File: config.mk
export PLATFORM = sky130hd
export DESIGN_NAME = rc_control_frame_builder
export DESIGN_NICKNAME = d
export VERILOG_FILES = /design/src/rtl/rcfb_pkg.sv /design/src/rtl/rcfb_stick_scale.sv /design/src/rtl/rcfb_frame_build.sv /design/src/rtl/rcfb_serializer.sv /design/src/rtl/rc_control_frame_builder.sv
export SDC_FILE = /design/constraint.sdc
export NUM_CORES = 2
export LEC_CHECK = 0
export BUFFER_PORTS_ARGS = -buffer_cell sky130_fd_sc_hd__buf_2
export CORE_MARGIN = 2
export CORE_UTILIZATION = 50
export CTS_BUF_LIST = sky130_fd_sc_hd__clkbuf_8 sky130_fd_sc_hd__clkbuf_16
export DETAILED_ROUTE_END_ITERATION = 10
export PLACE_DENSITY = 0.73
export SKIP_LAST_GASP = 1
export SYNTH_ARGS = -nofsm -noshare
export SYNTH_HDL_FRONTEND = slang
export SYNTH_SLANG_ARGS = --single-unit
File: constraint.sdc
create_clock -name clk -period 8.72 [get_ports clk]
set_clock_uncertainty 0.05 [all_clocks]
set_input_delay 0.872 -clock clk [delete_from_list [all_inputs] [get_ports clk]]
set_output_delay 0.872 -clock clk [all_outputs]
set_load 0.01 [all_outputs]
File: src/rtl/rcfb_pkg.sv
// Package for the control frame builder: item types, frame constants
// and the hop channel tables. No dependencies.
`default_nettype none

package rcfb_pkg;

    typedef struct packed {
        logic               bind_req;
        logic signed [15:0] aileron;
        logic signed [15:0] elevator;
        logic signed [15:0] throttle;
        logic signed [15:0] rudder;
        logic signed [15:0] arm_switch;
        logic signed [15:0] led_switch;
        logic signed [15:0] flip_switch;
        logic signed [15:0] picture_switch;
        logic signed [15:0] video_switch;
        logic signed [15:0] angle_switch;
    } rcfb_req_t;

    typedef struct packed {
        logic [7:0] frame_byte;
        logic [4:0] byte_index;
        logic       last_byte;
        logic       hop_now;
        logic [6:0] radio_channel;
    } rcfb_byte_t;

    // switch levels and frame kind, carried down the pipeline
    typedef struct packed {
        logic bind_frame;
        logic arm_level;
        logic led;
        logic flip;
        logic picture;
        logic video;
        logic angle;
    } rcfb_ctl_t;

    typedef struct packed {
        logic       hop_now;
        logic [6:0] radio_channel;
    } rcfb_hop_t;

    localparam logic [23:0] TX_ID_RESET  = 24'h909E4A;
    localparam logic [7:0]  CHK_SEED     = 8'h6D;
    localparam logic [7:0]  BIND_STICK   = 8'h7D;
    localparam logic [7:0]  AUX_BYTE     = 8'h20;
    localparam logic [7:0]  AUX_LAST     = 8'h40;
    localparam logic [7:0]  BIND_MODE    = 8'h60;
    localparam logic [7:0]  HOP_BIT      = 8'h40;
    localparam logic [7:0]  FLAG_BASE    = 8'h84;
    localparam logic [7:0]  FLIP_BIT     = 8'h08;
    localparam logic [7:0]  PICTURE_BIT  = 8'h01;
    localparam logic [7:0]  VIDEO_BIT    = 8'h02;
    localparam logic [7:0]  LED_BIT      = 8'h80;
    localparam logic [7:0]  ANGLE_BIT    = 8'h04;
    localparam logic [7:0]  ARM_BIT      = 8'h40;
    localparam logic [7:0]  DISARM_BIT   = 8'h20;
    localparam logic [7:0]  ARM_RESET    = 8'h20;
    localparam logic [8:0]  SCALE_TOP    = 9'd500;

    localparam logic [7:0] BIND_TABLE [16] = '{
        8'h1A, 8'h23, 8'h2C, 8'h35, 8'h3E, 8'h17, 8'h20, 8'h29,
        8'h32, 8'h3B, 8'h14, 8'h1D, 8'h26, 8'h2F, 8'h38, 8'h00
    };

    localparam logic [7:0] DATA_TABLE [16] = '{
        8'h12, 8'h20, 8'h2F, 8'h1A, 8'h28, 8'h38, 8'h14, 8'h23,
        8'h32, 8'h1C, 8'h2C, 8'h3B, 8'h17, 8'h26, 8'h34, 8'h00
    };

endpackage

`default_nettype wire

File: src/rtl/rcfb_stick_scale.sv
// One stick channel: clamp, then scale to 0..500 in two registered stages
// (reciprocal multiply, then a one-step correction). Uses rcfb_pkg.
`default_nettype none

module rcfb_stick_scale #(
    parameter int CHAN_LOW  = -10000,
    parameter int CHAN_HIGH = 10000
) (
    input  wire logic               clk,
    input  wire logic signed [15:0] raw,
    input  wire logic               load_est,
    input  wire logic               load_fix,
    output logic [8:0]              scaled
);
    import rcfb_pkg::*;

    localparam int          SPAN   = CHAN_HIGH - CHAN_LOW;
    localparam logic [15:0] SPAN_W = 16'(SPAN);
    localparam logic [24:0] RECIP  = 25'((500 * 65536) / SPAN);
    localparam logic signed [16:0] LOW_S  = 17'(CHAN_LOW);
    localparam logic signed [16:0] HIGH_S = 17'(CHAN_HIGH);

    logic signed [16:0] raw_ext;
    logic signed [16:0] clamped;
    logic signed [16:0] offs;
    logic [15:0]        x;
    logic [40:0]        est_prod;
    logic [25:0]        fix_prod;
    logic [25:0]        num;
    logic [8:0]         est_inc;

    logic [15:0] x_reg;
    logic [8:0]  est_reg;
    logic [8:0]  scaled_reg;

    assign raw_ext = {raw[15], raw};

    always_comb
    begin
        if (raw_ext < LOW_S)
            clamped = LOW_S;
        else if (raw_ext > HIGH_S)
            clamped = HIGH_S;
        else
            clamped = raw_ext;
        offs     = clamped - LOW_S;
        x        = offs[15:0];
        est_prod = 41'(x) * 41'(RECIP);
    end

    // estimate is low by at most one
    assign est_inc  = 9'(est_reg + 9'd1);
    assign fix_prod = 26'(est_inc) * 26'(SPAN_W);
    assign num      = 26'(x_reg) * 26'(SCALE_TOP);

    always_ff @(posedge clk)
    begin
        if (load_est)
        begin
            x_reg   <= x;
            est_reg <= est_prod[24:16];
        end
        if (load_fix)
            scaled_reg <= (num >= fix_prod) ? est_inc : est_reg;
    end

    assign scaled = scaled_reg;

endmodule

`default_nettype wire

File: src/rtl/rcfb_frame_build.sv
// Frame assembly and link state: arm toggles, hop bit, hop index, checksum.
// Registers one whole frame per load. Uses rcfb_pkg.
`default_nettype none

module rcfb_frame_build #(
    parameter int HOP_CHANNELS = 15,
    parameter int FRAME_BYTES  = 24
) (
    input  wire logic                        clk,
    input  wire logic                        rst_n,
    input  wire logic                        load,
    input  wire logic [23:0]                 tx_id,
    input  wire rcfb_pkg::rcfb_ctl_t         ctl,
    input  wire logic [8:0]                  ail,
    input  wire logic [8:0]                  ele,
    input  wire logic [8:0]                  thr,
    input  wire logic [8:0]                  rud,
    output logic [FRAME_BYTES-1:0][7:0]      frame,
    output rcfb_pkg::rcfb_hop_t              hop
);
    import rcfb_pkg::*;

    logic [7:0] prior_flag_reg;
    logic [7:0] prior_flag_next;
    logic [3:0] hop_idx_reg;
    logic [3:0] hop_idx_next;
    logic       arm_prior_reg;
    logic       arm_prior_next;
    logic [7:0] arm_toggle_reg;
    logic [7:0] arm_toggle_next;

    logic [FRAME_BYTES-1:0][7:0] frame_reg;
    logic [FRAME_BYTES-1:0][7:0] frame_next;
    rcfb_hop_t                   hop_reg;
    rcfb_hop_t                   hop_next;

    logic [7:0] chk;
    logic [4:0] hop_raw;
    logic [3:0] hop_wrap;

    always_comb
    begin
        arm_toggle_next = arm_toggle_reg;
        if (ctl.arm_level != arm_prior_reg)
            arm_toggle_next = arm_toggle_reg ^ (ctl.arm_level ? ARM_BIT : DISARM_BIT);
        arm_prior_next = ctl.arm_level;

        frame_next    = '0;
        frame_next[1] = tx_id[23:16];
        frame_next[2] = tx_id[15:8];
        frame_next[3] = tx_id[7:0];
        if (ctl.bind_frame)
        begin
            frame_next[4]  = 8'h00;
            frame_next[5]  = BIND_STICK;
            frame_next[6]  = BIND_STICK;
            frame_next[7]  = BIND_STICK;
            frame_next[8]  = AUX_BYTE;
            frame_next[9]  = AUX_BYTE;
            frame_next[10] = AUX_BYTE;
            frame_next[11] = AUX_LAST;
            frame_next[12] = prior_flag_reg ^ HOP_BIT;
            frame_next[13] = BIND_MODE;
        end
        else
        begin
            frame_next[4]  = thr[8:1];
            frame_next[5]  = rud[8:1];
            frame_next[6]  = ele[8:1];
            frame_next[7]  = ail[8:1];
            frame_next[8]  = AUX_BYTE | {ail[0], 7'd0};
            frame_next[9]  = AUX_BYTE | {ele[0], 7'd0};
            frame_next[10] = AUX_BYTE | {rud[0], 7'd0};
            frame_next[11] = AUX_LAST | {thr[0], 7'd0};
            frame_next[12] = FLAG_BASE
                           | ((prior_flag_reg & HOP_BIT) != 8'h00 ? 8'h00 : HOP_BIT)
                           | (ctl.flip    ? FLIP_BIT    : 8'h00)
                           | (ctl.picture ? PICTURE_BIT : 8'h00)
                           | (ctl.video   ? VIDEO_BIT   : 8'h00);
            frame_next[13] = arm_toggle_next
                           | (ctl.led   ? LED_BIT   : 8'h00)
                           | (ctl.angle ? ANGLE_BIT : 8'h00);
        end
        prior_flag_next = frame_next[12];

        chk = CHK_SEED;
        for (int i = 1; i < FRAME_BYTES; i++)
            chk = chk ^ frame_next[i];
        frame_next[0] = chk;

        hop_raw  = 5'({1'b0, hop_idx_reg}) + 5'd1;
        hop_wrap = (hop_raw >= 5'(HOP_CHANNELS)) ? 4'd0 : hop_raw[3:0];
        if ((frame_next[12] & HOP_BIT) == 8'h00)
        begin
            hop_idx_next          = hop_wrap;
            hop_next.hop_now      = 1'b1;
            hop_next.radio_channel = ctl.bind_frame ? BIND_TABLE[hop_wrap][6:0]
                                                    : DATA_TABLE[hop_wrap][6:0];
        end
        else
        begin
            hop_idx_next          = hop_idx_reg;
            hop_next.hop_now      = 1'b0;
            hop_next.radio_channel = 7'd0;
        end
    end

    always_ff @(posedge clk or negedge rst_n)
    begin
        if (!rst_n)
        begin
            prior_flag_reg <= 8'h00;
            hop_idx_reg    <= 4'd0;
            arm_prior_reg  <= 1'b0;
            arm_toggle_reg <= ARM_RESET;
        end
        else if (load)
        begin
            prior_flag_reg <= prior_flag_next;
            hop_idx_reg    <= hop_idx_next;
            arm_prior_reg  <= arm_prior_next;
            arm_toggle_reg <= arm_toggle_next;
        end
    end

    always_ff @(posedge clk)
    begin
        if (load)
        begin
            frame_reg <= frame_next;
            hop_reg   <= hop_next;
        end
    end

    assign frame = frame_reg;
    assign hop   = hop_reg;

endmodule

`default_nettype wire

File: src/rtl/rcfb_serializer.sv
// Byte serializer: shifts one registered frame out one item per cycle
// while stall is low. Uses rcfb_pkg.
`default_nettype none

module rcfb_serializer #(
    parameter int FRAME_BYTES = 24
) (
    input  wire logic                        clk,
    input  wire logic                        rst_n,
    input  wire logic                        load,
    input  wire logic [FRAME_BYTES-1:0][7:0] frame,
    input  wire rcfb_pkg::rcfb_hop_t         hop,
    input  wire logic                        stall,
    output logic                             valid,
    output rcfb_pkg::rcfb_byte_t             item,
    output logic                             ready
);
    import rcfb_pkg::*;

    localparam logic [4:0] LAST_IDX = 5'(FRAME_BYTES - 1);

    logic                        busy_reg;
    logic                        busy_next;
    logic [4:0]                  idx_reg;
    logic [4:0]                  idx_next;
    logic [FRAME_BYTES-1:0][7:0] sh_reg;
    rcfb_hop_t                   hop_reg;
    logic                        take;
    logic                        last;

    assign last  = (idx_reg == LAST_IDX);
    assign take  = busy_reg && !stall;
    assign ready = !busy_reg || (take && last);

    always_comb
    begin
        busy_next = busy_reg;
        idx_next  = idx_reg;
        if (load)
        begin
            busy_next = 1'b1;
            idx_next  = 5'd0;
        end
        else if (take)
        begin
            if (last)
                busy_next = 1'b0;
            else
                idx_next = 5'(idx_reg + 5'd1);
        end
    end

    always_ff @(posedge clk or negedge rst_n)
    begin
        if (!rst_n)
        begin
            busy_reg <= 1'b0;
            idx_reg  <= 5'd0;
        end
        else
        begin
            busy_reg <= busy_next;
            idx_reg  <= idx_next;
        end
    end

    always_ff @(posedge clk)
    begin
        if (load)
        begin
            sh_reg  <= frame;
            hop_reg <= hop;
        end
        else if (take)
            sh_reg <= sh_reg >> 8;
    end

    assign valid              = busy_reg;
    assign item.frame_byte    = sh_reg[0];
    assign item.byte_index    = idx_reg;
    assign item.last_byte     = last;
    assign item.hop_now       = hop_reg.hop_now;
    assign item.radio_channel = hop_reg.radio_channel;

endmodule

`default_nettype wire

File: src/rtl/rc_control_frame_builder.sv
// Control frame builder top level: input register, stick scaling stages,
// frame assembly and byte serializer. Uses rcfb_pkg and the rcfb_* modules.
//
// Usage:
//   req channel (req_valid / req_stall / req) takes one item: a bind flag
//   and ten stick and switch values. Each item yields one frame of
//   FRAME_BYTES items on the fb channel (fb_valid / fb_stall / fb), byte 0
//   first, one item per cycle while fb_stall is low.
//   Path: byte 0 shows on fb once the req item has passed the input register,
//   scale estimate, scale correction, frame register and serializer load.
//   The serializer can load the next frame as the last byte is taken.
//   The pipeline holds up to four more items behind the frame being sent,
//   so req takes items in back-to-back cycles until those slots fill.
//   cfg_wr_en / cfg_wr_data write the 24-bit transmitter id; write it only
//   while no frame is pending.
//   Reset: pipeline empty, tx id 0x909E4A, hop index 0, disarm bit set.
//   When fb_stall is high the current item holds on fb and the stages
//   behind it fill up, then req_stall rises.
`default_nettype none

module rc_control_frame_builder #(
    parameter int CHAN_LOW     = -10000,
    parameter int CHAN_HIGH    = 10000,
    parameter int HOP_CHANNELS = 15,
    parameter int FRAME_BYTES  = 24
) (
    input  wire logic                 clk,
    input  wire logic                 rst_n,
    input  wire logic                 cfg_wr_en,
    input  wire logic [23:0]          cfg_wr_data,
    input  wire logic                 req_valid,
    output logic                      req_stall,
    input  wire rcfb_pkg::rcfb_req_t  req,
    output logic                      fb_valid,
    input  wire logic                 fb_stall,
    output rcfb_pkg::rcfb_byte_t      fb
);
    import rcfb_pkg::*;

    logic [23:0] tx_id_reg;
    rcfb_req_t   req_reg;
    rcfb_ctl_t   ctl_b_reg;
    rcfb_ctl_t   ctl_c_reg;
    rcfb_ctl_t   ctl_b_next;

    logic va_reg, va_next;
    logic vb_reg, vb_next;
    logic vc_reg, vc_next;
    logic vf_reg, vf_next;

    logic accept;
    logic a_adv, b_adv, c_adv;
    logic a_free, b_free, c_free, f_free;
    logic ser_ready, ser_load;

    logic [8:0] ail_s, ele_s, thr_s, rud_s;
    logic [FRAME_BYTES-1:0][7:0] frame;
    rcfb_hop_t                   hop;

    // pipeline advance, back to front
    assign ser_load  = vf_reg && ser_ready;
    assign f_free    = !vf_reg || ser_load;
    assign c_adv     = vc_reg && f_free;
    assign c_free    = !vc_reg || c_adv;
    assign b_adv     = vb_reg && c_free;
    assign b_free    = !vb_reg || b_adv;
    assign a_adv     = va_reg && b_free;
    assign a_free    = !va_reg || a_adv;
    assign req_stall = !a_free;
    assign accept    = req_valid && a_free;

    always_comb
    begin
        va_next = accept ? 1'b1 : (a_adv ? 1'b0 : va_reg);
        vb_next = a_adv  ? 1'b1 : (b_adv ? 1'b0 : vb_reg);
        vc_next = b_adv  ? 1'b1 : (c_adv ? 1'b0 : vc_reg);
        vf_next = c_adv  ? 1'b1 : (ser_load ? 1'b0 : vf_reg);

        ctl_b_next.bind_frame = req_reg.bind_req;
        ctl_b_next.arm_level = !req_reg.arm_switch[15]     && (|req_reg.arm_switch);
        ctl_b_next.led       = !req_reg.led_switch[15]     && (|req_reg.led_switch);
        ctl_b_next.flip      = !req_reg.flip_switch[15]    && (|req_reg.flip_switch);
        ctl_b_next.picture   = !req_reg.picture_switch[15] && (|req_reg.picture_switch);
        ctl_b_next.video     = !req_reg.video_switch[15]   && (|req_reg.video_switch);
        ctl_b_next.angle     = !req_reg.angle_switch[15]   && (|req_reg.angle_switch);
    end

    always_ff @(posedge clk or negedge rst_n)
    begin
        if (!rst_n)
        begin
            va_reg    <= 1'b0;
            vb_reg    <= 1'b0;
            vc_reg    <= 1'b0;
            vf_reg    <= 1'b0;
            tx_id_reg <= TX_ID_RESET;
        end
        else
        begin
            va_reg <= va_next;
            vb_reg <= vb_next;
            vc_reg <= vc_next;
            vf_reg <= vf_next;
            if (cfg_wr_en)
                tx_id_reg <= cfg_wr_data;
        end
    end

    always_ff @(posedge clk)
    begin
        if (accept)
            req_reg <= req;
        if (a_adv)
            ctl_b_reg <= ctl_b_next;
        if (b_adv)
            ctl_c_reg <= ctl_b_reg;
    end

    rcfb_stick_scale #(.CHAN_LOW(CHAN_LOW), .CHAN_HIGH(CHAN_HIGH)) u_ail (
        .clk      (clk),
        .raw      (req_reg.aileron),
        .load_est (a_adv),
        .load_fix (b_adv),
        .scaled   (ail_s)
    );

    rcfb_stick_scale #(.CHAN_LOW(CHAN_LOW), .CHAN_HIGH(CHAN_HIGH)) u_ele (
        .clk      (clk),
        .raw      (req_reg.elevator),
        .load_est (a_adv),
        .load_fix (b_adv),
        .scaled   (ele_s)
    );

    rcfb_stick_scale #(.CHAN_LOW(CHAN_LOW), .CHAN_HIGH(CHAN_HIGH)) u_thr (
        .clk      (clk),
        .raw      (req_reg.throttle),
        .load_est (a_adv),
        .load_fix (b_adv),
        .scaled   (thr_s)
    );

    rcfb_stick_scale #(.CHAN_LOW(CHAN_LOW), .CHAN_HIGH(CHAN_HIGH)) u_rud (
        .clk      (clk),
        .raw      (req_reg.rudder),
        .load_est (a_adv),
        .load_fix (b_adv),
        .scaled   (rud_s)
    );

    rcfb_frame_build #(.HOP_CHANNELS(HOP_CHANNELS), .FRAME_BYTES(FRAME_BYTES)) u_build (
        .clk   (clk),
        .rst_n (rst_n),
        .load  (c_adv),
        .tx_id (tx_id_reg),
        .ctl   (ctl_c_reg),
        .ail   (ail_s),
        .ele   (ele_s),
        .thr   (thr_s),
        .rud   (rud_s),
        .frame (frame),
        .hop   (hop)
    );

    rcfb_serializer #(.FRAME_BYTES(FRAME_BYTES)) u_ser (
        .clk   (clk),
        .rst_n (rst_n),
        .load  (ser_load),
        .frame (frame),
        .hop   (hop),
        .stall (fb_stall),
        .valid (fb_valid),
        .item  (fb),
        .ready (ser_ready)
    );

    a_frame_restart: assert property (@(posedge clk) disable iff (!rst_n)
        fb_valid && fb.last_byte && !fb_stall |=> !fb_valid || fb.byte_index == 5'd0)
        else $error("frame did not restart at byte 0");

    a_index_step: assert property (@(posedge clk) disable iff (!rst_n)
        fb_valid && !fb_stall && !fb.last_byte
        |=> fb_valid && fb.byte_index == 5'($past(fb.byte_index) + 5'd1))
        else $error("byte index skipped");

    a_hop_steady: assert property (@(posedge clk) disable iff (!rst_n)
        fb_valid && !fb.last_byte |=> $stable(fb.hop_now) && $stable(fb.radio_channel))
        else $error("hop fields changed inside a frame");

    a_no_hop_chan: assert property (@(posedge clk) disable iff (!rst_n)
        fb_valid && !fb.hop_now |-> fb.radio_channel == 7'd0)
        else $error("channel set without hop");

endmodule

`default_nettype wire
==> results.sh <==
export IMPL_dpl_cell_area_mm2=0.0523
export IMPL_final_hold_viol_count=0
export IMPL_die_w_um=319
export IMPL_worst_ir_drop_vdd_v=0.000211
export IMPL_end_of_the_worst_register_to_register_path="u_ele.est_reg[7]"
export IMPL_power_net_switching_uw=7340
export IMPL_synth_enable_flop_cells=513
export IMPL_antenna_left=0
export IMPL_globalRouteTotalUtil=0.196
export IMPL_dr_first_iter_drc_count=1518
export IMPL_first_global_vias=33200
export IMPL_post_dp_hpwl_um=76800
export IMPL_fmax_mhz=124
export IMPL_setup_viol=0
export IMPL_yosys_warnings=0
export IMPL_numPlacedInstances=5895
export IMPL_slew_viol_final=0
export IMPL_worst_endpoint_required_ns=9.04
export IMPL_avgRoutedWirePerCell_um=16.0
export IMPL_timing_worst_setup_path_type="flip-flop to flip-flop"
export IMPL_power_density_cell_area_mw_per_mm2=317
export IMPL_cts_root_buffer_type="clkbuf_16"
export IMPL_cap_viol_max_count=0
export IMPL_syn_inst=4416
export IMPL_cpLargestDelayFamily="adder cells"
export IMPL_grt_antenna_before_repair=2
export IMPL_detail_route_drc_violations=0
export IMPL_outcome="completed"
export IMPL_postSynth_topFlopCell="edfxtp_1"
export IMPL_router_iterations_before_antenna_repair=5
export IMPL_instances_no_fill=6017
export IMPL_yosysSeqAreaShare=0.336
export IMPL_final_core_util=0.555
export IMPL_share_seq_of_total_power=0.204
export IMPL_r2r_slack_ns=0.69
export IMPL_routed_via_count=31500
export IMPL_drive_gt1_frac=0.0901
export IMPL_critical_path_s_slowest_cell="fa_1"
export IMPL_pwr_share_comb=0.626
export IMPL_fin_setup_tns_ns=0
export IMPL_swShare=0.423
export IMPL_flow_area_growth_from_synthesis_pct=10.2
export IMPL_postSynthRegisterBits=562
export IMPL_post_cts_setup_repair_bufs=0
export IMPL_netlist_cell_type_count=79
export IMPL_timing_critical_path_to_type="flip-flop"
export IMPL_grt_max_degree=101
export IMPL_power_frac_clock=0.169
export IMPL_place_ws_ns=0.463
export IMPL_core_area_mm2=0.0984
export IMPL_cts_buffers=66
export IMPL_worstPathMaxFanout=11
export IMPL_synth_cell_area_mm2=0.0496
export IMPL_tritoncts_num_sinks=562
export IMPL_grt_first_pass_wirelength_um=163000
export IMPL_finalCriticalPeriod_ns=8.03
export IMPL_avgSynthCellArea_um2=11.2
export IMPL_postLayoutSetupSlackWorst_ns=0.687
export IMPL_die_height_um=319
export IMPL_timing_worst_slew_pin_value_ns=1.30
export IMPL_global_route_overflow=0
export IMPL_reg2regPathDepth=26
export IMPL_routed_wl_um=96400
export IMPL_std_cell_rows=115
export IMPL_ports=214
export IMPL_cts_tree="built"
export IMPL_min_period_over_period=0.921
export IMPL_grt_setup_unrepaired="no"
export IMPL_static_leakage_power_uw=0.0252
export IMPL_viasPerCell=5.24
export IMPL_routabilityCongestion=0.865
export IMPL_fp_dieArea_mm2=0.102
export IMPL_timing_critical_path_slowest_cell_delay_ns=0.56
export IMPL_reg2reg_from="req_reg[137]"
export IMPL_kind_of_launch_point_of_the_worst_setup_path="flip-flop"
export IMPL_worstSkewPairLatency_ns=0.65
export IMPL_p_int_uw=10000
export IMPL_portBuffers=212
export IMPL_path_buf_inv=1
export IMPL_cts_max_path_buffers=3
export IMPL_htreeDepth=3
export IMPL_largest_reg_flops=160
export IMPL_post_route_cell_area_mm2=0.0547
export IMPL_hold_path_class="primary input to async pin"
export IMPL_relSlewSlack=0.129
export IMPL_async_reset_ff_frac=0.0872
export IMPL_initial_core_util=0.504
export IMPL_cpMostUsedCell="fa_1"
export IMPL_worst_endpoint_arrival_ns=8.35
export IMPL_worst_setup_hold_path_clk_slew_ns=0.06
export IMPL_fin_nets=6088
power by group through the flow:
stage               combinational, uW  sequential [uW]  clock (uW)
detailed placement              10800             3600           0
floorplan                        8510             3560           0
global route                    12600             3570        3100
finish                          10900             3540        2940
global placement                10400             3590           0
CTS                             10900             3550        3010
Yosys cell counts (10+ instances only):
master | number | area (um2)
ha_1 | 779 | 9750
inv_1 | 727 | 2730
edfxtp_1 | 513 | 15400
fa_1 | 443 | 8870
nand2_1 | 346 | 1300
xnor2_1 | 213 | 1870
nor2_1 | 181 | 679
a21oi_1 | 140 | 701
xor2_1 | 101 | 885
o21ai_0 | 92 | 460
nor3_1 | 68 | 340
nand3_1 | 65 | 325
nor2b_1 | 62 | 388
a21o_1 | 61 | 458
and2_1 | 51 | 319
clkbuf_1 | 45 | 169
dfrtp_1 | 38 | 951
o21a_1 | 36 | 270
mux2_2 | 35 | 394
nand2b_1 | 35 | 219
and3_1 | 33 | 206
nor4_1 | 27 | 169
or2_2 | 27 | 169
a211oi_1 | 22 | 165
nand4_1 | 22 | 138
o21bai_1 | 21 | 158
o211ai_1 | 19 | 143
o41ai_1 | 15 | 131
a31oi_1 | 14 | 87.6
a211o_1 | 12 | 105
mux2i_1 | 12 | 120
or3_1 | 12 | 75.1
dfstp_2 | 11 | 289
a41oi_1 | 10 | 87.6
buf_4 | 10 | 75.1
kinds of logic after synthesis:
| logic type | share of synthesized area |
|---|---|
| flip-flops | 0.336 |
| other | 0.000151 |
| buffers and inverters | 0.0603 |
| AND/OR/NAND/NOR | 0.0919 |
| XOR/XNOR | 0.0555 |
| AO/OA/AOI/OAI | 0.0699 |
| adder cells (fa/ha/maj) | 0.375 |
| multiplexers | 0.0113 |
worst max-delay path by stage:
stage	from	end	slack, ns	cells after the start
floorplan	req_reg[137]	u_ele.est_reg[7]	0.95	28
global placement	req_reg[137]	u_ele.est_reg[7]	0.71	28
detailed placement	req_reg[137]	u_ele.est_reg[7]	0.46	26
CTS	req_reg[137]	u_ele.est_reg[7]	0.45	26
global route	req_reg[137]	u_ele.est_reg[7]	0.14	28
finish	req_reg[137]	u_ele.est_reg[7]	0.69	26
cell usage in the layout (no fill, tap or decap), drive strengths merged, types with 8 or more instances in the layout:
cell type	instances
o2111ai	8
nor2	181
buf	231
a21boi	9
a211oi	23
dfrtp	38
o21bai	21
inv	747
bufinv	11
nor3	68
o21ai	97
o211ai	19
dfstp	11
o21a	36
nand3	65
clkbuf	68
xnor2	213
nand4	22
mux2i	12
and3	33
or3	12
xor2	101
edfxtp	513
mux2	35
a21oi	140
clkinv	18
conb	21
ha	779
a31oi	14
and2	51
a21o	61
nor2b	62
or2	27
o41ai	15
nand2	346
nor4	27
a41oi	10
fa	443
a211o	12
nand2b	35
area by class of cell:
class / instances / area, um2
fill: 8326 / 43800
multi-input combinational: 3086 / 30100
sequential: 562 / 16600
inverter: 729 / 2740
clock buffer: 68 / 1680
tap: 1287 / 1610
timing repair buffer: 231 / 1200
clock inverter: 53 / 682
antenna: 1 / 2.50
through the flow:
stage	hold slack, ns	total power [uW]
after floorplan	0.350	12100
after global placement	0.355	14000
after detailed placement	0.355	14400
after CTS	0.303	17500
after global routing	0.319	19300
final	0.329	17300
routing by layer:
metal | track usage | wire [um]
met1 | 0.256 | 43200
met2 | 0.339 | 47000
met3 | 0.0307 | 4230
met4 | 0.0516 | 2060
met5 | 0 | 13
repair_timing:
action                     4_1_cts  5_1_grt
setup endpoints to repair        0        3
hold buffers                     0        0
hold endpoints to repair         0        0
resized for setup                0        2
worst register-to-register path, cell delays in order, from the launching register on:
cell and delay (ns):
edfxtp_1 0.43, or3_1 0.40, nand2b_1 0.19, a31oi_1 0.27, o21a_1 0.36, nor2_1 0.07
or2_2 0.33, inv_1 0.09, ha_1 0.20, a21boi_1 0.35, xnor2_1 0.12, nor2_1 0.42
ha_1 0.37, fa_1 0.56, fa_1 0.43, fa_1 0.52, fa_1 0.43, ha_1 0.30
a21o_1 0.16, a21o_1 0.17, a21oi_1 0.21, nor2b_1 0.16, and3b_1 0.22, a41o_1 0.30
o41ai_2 0.39, o21bai_1 0.13, xor2_1 0.16
(Power assumes the default switching activity.)
